--- src/rtl/core/tsp_pkg.sv ---
// shared types and register codes for the token spam probability scorer
`default_nettype none

package tsp_pkg;

    // configuration register indexes
    localparam int CFG_IDX_BITS = 2;
    localparam int CFG_DATA_BITS = 24;
    localparam logic [CFG_IDX_BITS-1:0] CFG_GOOD_BIAS = 2'd0;
    localparam logic [CFG_IDX_BITS-1:0] CFG_MIN_WORD_COUNT = 2'd1;
    localparam logic [CFG_IDX_BITS-1:0] CFG_NEW_WORD_SCORE = 2'd2;

    // one token item
    typedef struct packed {
        logic [23:0] good_hits;
        logic [23:0] spam_hits;
        logic [15:0] occurrences;
        logic [23:0] good_messages;
        logic [23:0] spam_messages;
    } t_in;

    // one scored item
    typedef struct packed {
        logic [23:0] probability;
        logic [21:0] sort_key;
        logic [19:0] tie_break;
    } t_out;

endpackage

`default_nettype wire

--- src/rtl/core/tsp_div_pipe.sv ---
// pipelined restoring divider, one quotient bit per stage, several lanes
`default_nettype none

module tsp_div_pipe import tsp_pkg::*; #(
    parameter int LANES = 1,
    parameter int W = 28,
    parameter int Q = 24,
    parameter int SW = 8
) (
    input  wire logic                    i_clk,
    input  wire logic                    i_rst_n,
    input  wire logic                    i_en,
    input  wire logic                    i_valid,
    input  wire logic [LANES-1:0][W-1:0] i_num,
    input  wire logic [LANES-1:0][W-1:0] i_den,
    input  wire logic [SW-1:0]           i_side,
    output logic                         o_valid,
    output logic [LANES-1:0][Q-1:0]      o_quo,
    output logic [SW-1:0]                o_side
);

    logic [LANES-1:0][W-1:0] r_rem  [Q];
    logic [LANES-1:0][W-1:0] r_den  [Q];
    logic [LANES-1:0][Q-1:0] r_quo  [Q];
    logic [SW-1:0]           r_side [Q];
    logic                    r_vld  [Q];

    for (genvar k = 0; k < Q; k++) begin : g_stage
        logic [LANES-1:0][W-1:0] p_rem;
        logic [LANES-1:0][W-1:0] p_den;
        logic [LANES-1:0][Q-1:0] p_quo;
        logic [SW-1:0]           p_side;
        logic                    p_vld;
        logic [LANES-1:0][W-1:0] n_rem;
        logic [LANES-1:0][Q-1:0] n_quo;

        // previous stage or the input
        if (k == 0) begin : g_first
            assign p_rem  = i_num;
            assign p_den  = i_den;
            assign p_quo  = '0;
            assign p_side = i_side;
            assign p_vld  = i_valid;
        end else begin : g_next
            assign p_rem  = r_rem[k-1];
            assign p_den  = r_den[k-1];
            assign p_quo  = r_quo[k-1];
            assign p_side = r_side[k-1];
            assign p_vld  = r_vld[k-1];
        end

        // shift, compare and subtract in each lane
        for (genvar j = 0; j < LANES; j++) begin : g_lane
            logic [W:0] sh;
            logic       ge;
            assign sh = {p_rem[j], 1'b0};
            assign ge = (sh >= {1'b0, p_den[j]});
            assign n_rem[j] = ge ? W'(sh - {1'b0, p_den[j]}) : sh[W-1:0];
            assign n_quo[j] = {p_quo[j][Q-2:0], ge};
        end

        always_ff @(posedge i_clk) begin
            if (!i_rst_n) begin
                r_vld[k] <= 1'b0;
            end else if (i_en) begin
                r_vld[k] <= p_vld;
            end
        end

        always_ff @(posedge i_clk) begin
            if (i_en) begin
                r_rem[k]  <= n_rem;
                r_den[k]  <= p_den;
                r_quo[k]  <= n_quo;
                r_side[k] <= p_side;
            end
        end
    end

    assign o_valid = r_vld[Q-1];
    assign o_quo   = r_quo[Q-1];
    assign o_side  = r_side[Q-1];

endmodule

`default_nettype wire

--- config.mk ---
export PLATFORM = sky130hd
export DESIGN_NAME = tsp_div_pipe
export DESIGN_NICKNAME = d
export VERILOG_FILES = /design/src/rtl/core/tsp_pkg.sv /design/src/rtl/core/tsp_div_pipe.sv
export SDC_FILE = /design/constraint.sdc
export NUM_CORES = 2
export LEC_CHECK = 0
export BUFFER_PORTS_ARGS = -buffer_cell sky130_fd_sc_hd__buf_2
export CORE_ASPECT_RATIO = 1.5
export CORE_MARGIN = 2
export CORE_UTILIZATION = 55
export CTS_CLUSTER_DIAMETER = 30
export CTS_CLUSTER_SIZE = 14
export DETAILED_ROUTE_END_ITERATION = 8
export PLACE_DENSITY = 0.79
export SYNTH_ARGS = -nofsm -noshare
export SYNTH_HDL_FRONTEND = slang
export SYNTH_SLANG_ARGS = --single-unit
--- constraint.sdc ---
create_clock -name i_clk -period 5.1 [get_ports i_clk]
set_input_delay 1.02 -clock i_clk [delete_from_list [all_inputs] [get_ports i_clk]]
set_output_delay 1.02 -clock i_clk [all_outputs]
set_load 0.05 [all_outputs]
Word level (Yosys, flattened, before mapping)
Memory sizes are Yosys's and may differ from the RTL's.
Cells that the tools add are included.
Widths: inputs -> output; s select.
- bits in registers: 0
- RAM bits: 2136
- bits of input ports: 68
- output and inout bits: 33
- logic and storage cells: 130
- memories: 5
- add/sub/neg operators: 24
- $lt $le $gt $ge: 24
- multiplexer cells: 53
- bitwise operators: 24
- memories (name ; depth ; width ; read ports ; clocked after memory_dff ; write ports ; RTL line ; text):
    r_den ; 24 ; 28 ; 23 ; 0 ; 24 ; tsp_div_pipe.sv:23 ; logic [LANES-1:0][W-1:0] r_den [Q];
    r_rem ; 24 ; 28 ; 23 ; 0 ; 24 ; tsp_div_pipe.sv:22 ; logic [LANES-1:0][W-1:0] r_rem [Q];
    r_quo ; 24 ; 24 ; 24 ; 0 ; 24 ; tsp_div_pipe.sv:24 ; logic [LANES-1:0][Q-1:0] r_quo [Q];
    r_side ; 24 ; 8 ; 24 ; 0 ; 24 ; tsp_div_pipe.sv:25 ; logic [SW-1:0] r_side [Q];
    r_vld ; 24 ; 1 ; 24 ; 0 ; 24 ; tsp_div_pipe.sv:26 ; logic r_vld [Q];
- operator list (cell ; count):
    $ge 29x28->1 ; 24
    $mux 28 ; 24
    $sub 28x28->28 ; 24
    $mux 1 ; 29
    $or 1x1->1 ; 24

Longest topological paths before layout
- depth after elaboration: 4
- mapped depth: 15
- mapped depth without buffers: 13

Worst setup path after synthesis
No wires, ideal clock.
- path type: input port to flip-flop
- start point: in i_den[6] in the netlist's numbering
- end point: mem r_rem[0][13] in the netlist's numbering, data pin
- setup time: 0.260 ns
- data arrival time: 3.413 ns
- data required time: 4.840 ns
- slack: 1.428 ns
- stages: 12
- buffers on the path: 1
- cell sequence: inv_1 -> ha_1 -> and3_1 -> nand2_1 -> a31oi_1 -> o2111ai_1 -> a211oi_1 -> o21ai_0 -> nor4b_1 -> o21ai_2 -> buf_2 -> mux2_2
- RTL lines (item ; RTL line ; text):
    start, declared ; tsp_div_pipe.sv:15 ; input wire logic [LANES-1:0][W-1:0] i_den,
    end, declared ; tsp_div_pipe.sv:22 ;

==> flow_metrics.env <==
export IMPL_area_growth_pct=15.0
export IMPL_path_buf_inv=2
export IMPL_final_layout_size_suffix_gt1_frac=0.114
export IMPL_seq_area_um2=54200
export IMPL_die_h_um=514
export IMPL_fin_tns_setup_ns=0
export IMPL_clock_latency_ns=0.84
export IMPL_worstMarginPinSlew_ns=1.19
export IMPL_antenna_left=0
export IMPL_top_layer="met5"
export IMPL_vias=64494
export IMPL_cts_tree="done"
export IMPL_synth_warnings=0
export IMPL_drtIter0Drc=3440
export IMPL_wl_met2_um=135000
export IMPL_crit_fanout=26
export IMPL_routed_wirelength_um=232000
export IMPL_io_pin_count=101
export IMPL_timing_fmax_mhz=230
export IMPL_finalHoldViolations=0
export IMPL_synth_top_family_by_area="compound AO/OA/AOI/OAI gates"
export IMPL_final_area_um2=110000
export IMPL_fillers=12542
export IMPL_rsz0062_at_grt="no"
export IMPL_fin_cells=10940
export IMPL_syn_num_nets=8856
export IMPL_ys_seq_elements=1804
export IMPL_final_period_utilization=0.851
export IMPL_synth_adder_area_share=0.0927
export IMPL_clk_pin_slew_ns=0.05
export IMPL_grt_pass1_wl_um=355000
export IMPL_p_leak_nw=45.3
export IMPL_cts_setup_buffers=0
export IMPL_drv_slew=0
export IMPL_dr_pass1_iters=6
export IMPL_multiInputGateArea_um2=37600
export IMPL_cp_start_kind="flop"
export IMPL_htree_levels=5
export IMPL_die_w_um=344
export IMPL_layout_nets=9186
export IMPL_status="finished, final reports clean"
export IMPL_fin_ws_ns=0.758
export IMPL_core_um2=173000
export IMPL_powerDensity_nw_per_um2=686
export IMPL_crit_type="flop to flop"
export IMPL_synth_cells=8094
export IMPL_worst_setup_path_end_kind="flop"
export IMPL_wl_per_cell_um=21.2
export IMPL_die_area_um2=177000
export IMPL_slew_headroom=0.206
export IMPL_grt_max_degree=177
export IMPL_ctsHoldBuffers=0
export IMPL_dp_hpwl_um=172000
export IMPL_first_global_vias=68842
export IMPL_synth_avg_cell_area_um2=11.8
export IMPL_dp_cells=10377
export IMPL_numCtsBuffers=313
export IMPL_seq_area_frac_synth=0.567
export IMPL_arrival_ns=4.91
export IMPL_synth_compound_area_frac=0.143
export IMPL_synth_area_mux_share=0.0255
export IMPL_path_cells="inv_1, ha_1, nor2b_1, o21ai_0, a21boi_0, o2111ai_1, a21boi_0, o21ai_2, o21ai_1, a21o_1, a21oi_4, inv_2, mux2_2"
export IMPL_worstPathRequired_ns=5.67
export IMPL_min_period_ns=4.34
export IMPL_placed_cell_area_um2=99300
export IMPL_fp_row_count=187
export IMPL_holdCritPathClass="input port to flop"
export IMPL_cts_sinks=1804
export IMPL_start_util=0.552
export IMPL_antenna_found_initial=5
export IMPL_vias_per_cell=5.90
export IMPL_maxCapViolCount=0
export IMPL_m1WireLength_um=62900
export IMPL_wl_met3_um=8250
export IMPL_grt_overflow=0
export IMPL_synthXorXnorAreaFrac=0.0481
export IMPL_async_reset_ff_frac=0
export IMPL_max_vdd_ir_drop_v=0.000378
export IMPL_slowest_stage="inv_2"
export IMPL_fin_skew_ns=0.0648
export IMPL_io_buffers=100
export IMPL_setup_viol=0
export IMPL_drc=0
export IMPL_holdWs_ns=0.373
export IMPL_synth_edff_count=1803
export IMPL_synthSimpleGateAreaFrac=0.0824
export IMPL_slowest_delay_ns=0.50
export IMPL_cts_resized_gates=0
export IMPL_ys_types=96
export IMPL_ctsLongestPathBuffers=4
export IMPL_netlist_area_um2=95500
export IMPL_gp_congestion=1.03
export IMPL_synthFlopType="edfxtp_1"
export IMPL_cts_root_buf="clkbuf_16"
export IMPL_dp_slack_ns=0.361
export IMPL_crit_top_cell="a21boi_0"
export IMPL_crit_family="compound AO/OA/AOI/OAI gates"
export IMPL_grt_use_total=0.260
-- flip-flops by register name, indices dropped and copies added (netlist names) --
| name | count |
|---|---|
| r_rem | 644 |
| r_side | 192 |
| r_vld | 24 |
| r_den | 644 |
| r_quo | 300 |
-- per-layer routing --
layer,up-vias,GRT usage
met5,-,0
met3,931,0.0409
met2,1822,0.533
met4,2,0.254
li1,30483,-
met1,31256,0.185
-- logic make-up (layout without fill, tap and decap cells) --
group | count (synthesis) | in the layout
buffers and inverters | 1019 | 1592
AOI/OAI and AO/OA | 2165 | 2165
xor gates and xnor gates | 525 | 525
and+or+nand+nor | 1673 | 1673
adders and majority gates | 694 | 694
DFF | 1804 | 1804
muxes | 214 | 214
other | 0 | 5
-- worst paths after layout --
check | from | to | slack [ns] | depth (start not counted)
max | r_den[2][113] | r_rem[2][156] | 0.76 | 13
min | i_den[5] | r_den[0][5] | 0.37 | 1
max reg2reg | r_den[2][113] | r_rem[2][156] | 0.76 | 13
min reg2reg | r_side[1][56] | r_side[2][0] | 0.39 | 0
-- stage by stage --
| stage | power (mW) | utilization |
|---|---|---|
| finish | 75.4 | 0.635 |
| CTS | 75.2 | 0.635 |
| global route | 79.3 | 0.635 |
| floorplan | 45.0 | - |
| detailed placement | 54.0 | 0.574 |
| global placement | 52.8 | 0.574 |
-- cells in the mapped netlist, types with 97 or more instances --
| master | n | area, um2 |
|---|---|---|
| edfxtp_1 | 1803 | 54100 |
| inv_1 | 828 | 3110 |
| ha_1 | 671 | 8400 |
| a21oi_1 | 637 | 3190 |
| nand2_1 | 560 | 2100 |
| o21ai_0 | 532 | 2660 |
| nor2_1 | 424 | 1590 |
| a21o_1 | 352 | 2640 |
| xnor2_1 | 297 | 2600 |
| xor2_1 | 228 | 2000 |
| mux2_2 | 193 | 2170 |
| clkbuf_1 | 144 | 541 |
| nand3_1 | 125 | 626 |
| nand4_1 | 97 | 607 |
-- worst register-to-register path, stage by stage, from the launching register on --
cell       delay [ns]
edfxtp_1         0.38
inv_1            0.06
ha_1             0.29
nor2b_1          0.12
o21ai_0          0.11
a21boi_0         0.44
o2111ai_1        0.28
a21boi_0         0.49
o21ai_2          0.21
o21ai_1          0.38
a21o_1           0.25
a21oi_4          0.14
inv_2            0.51
mux2_2           0.42
-- cell type report --
class	instances	share of cell area
Clock buffer	347	0.0733
Timing Repair Buffer	205	0.0145
Inverter	829	0.0283
Multi-Input combinational cell	5271	0.342
Clock inverter	211	0.0226
Antenna cell	5	0.000114
Tap cell	2268	0.0258
Sequential cell	1804	0.493
-- cell usage in the layout (no fill, tap or decap), drive strengths merged, types with 86 or more instances in the layout --
cell type,count
edfxtp,1803
inv,866
ha,671
a21oi,640
nand2,560
o21ai,547
nor2,424
a21o,352
clkbuf,347
xnor2,297
xor2,228
buf,205
mux2,204
nand3,125
clkinv,104
nand4,97
o21a,88
nand2b,86
-- report_power, final --
part / total, mW / switching [mW] / internal, mW / leakage [nW]
Clock: 20.8 / 7.34 / 13.5 / 5.08
Sequential: 23.4 / 1.86 / 21.6 / 17.7
Combinational: 31.1 / 18.3 / 12.8 / 22.5
Total: 75.4 / 27.5 / 47.9 / 45.3
No activity file was read; power rests on OpenSTA's default activity.
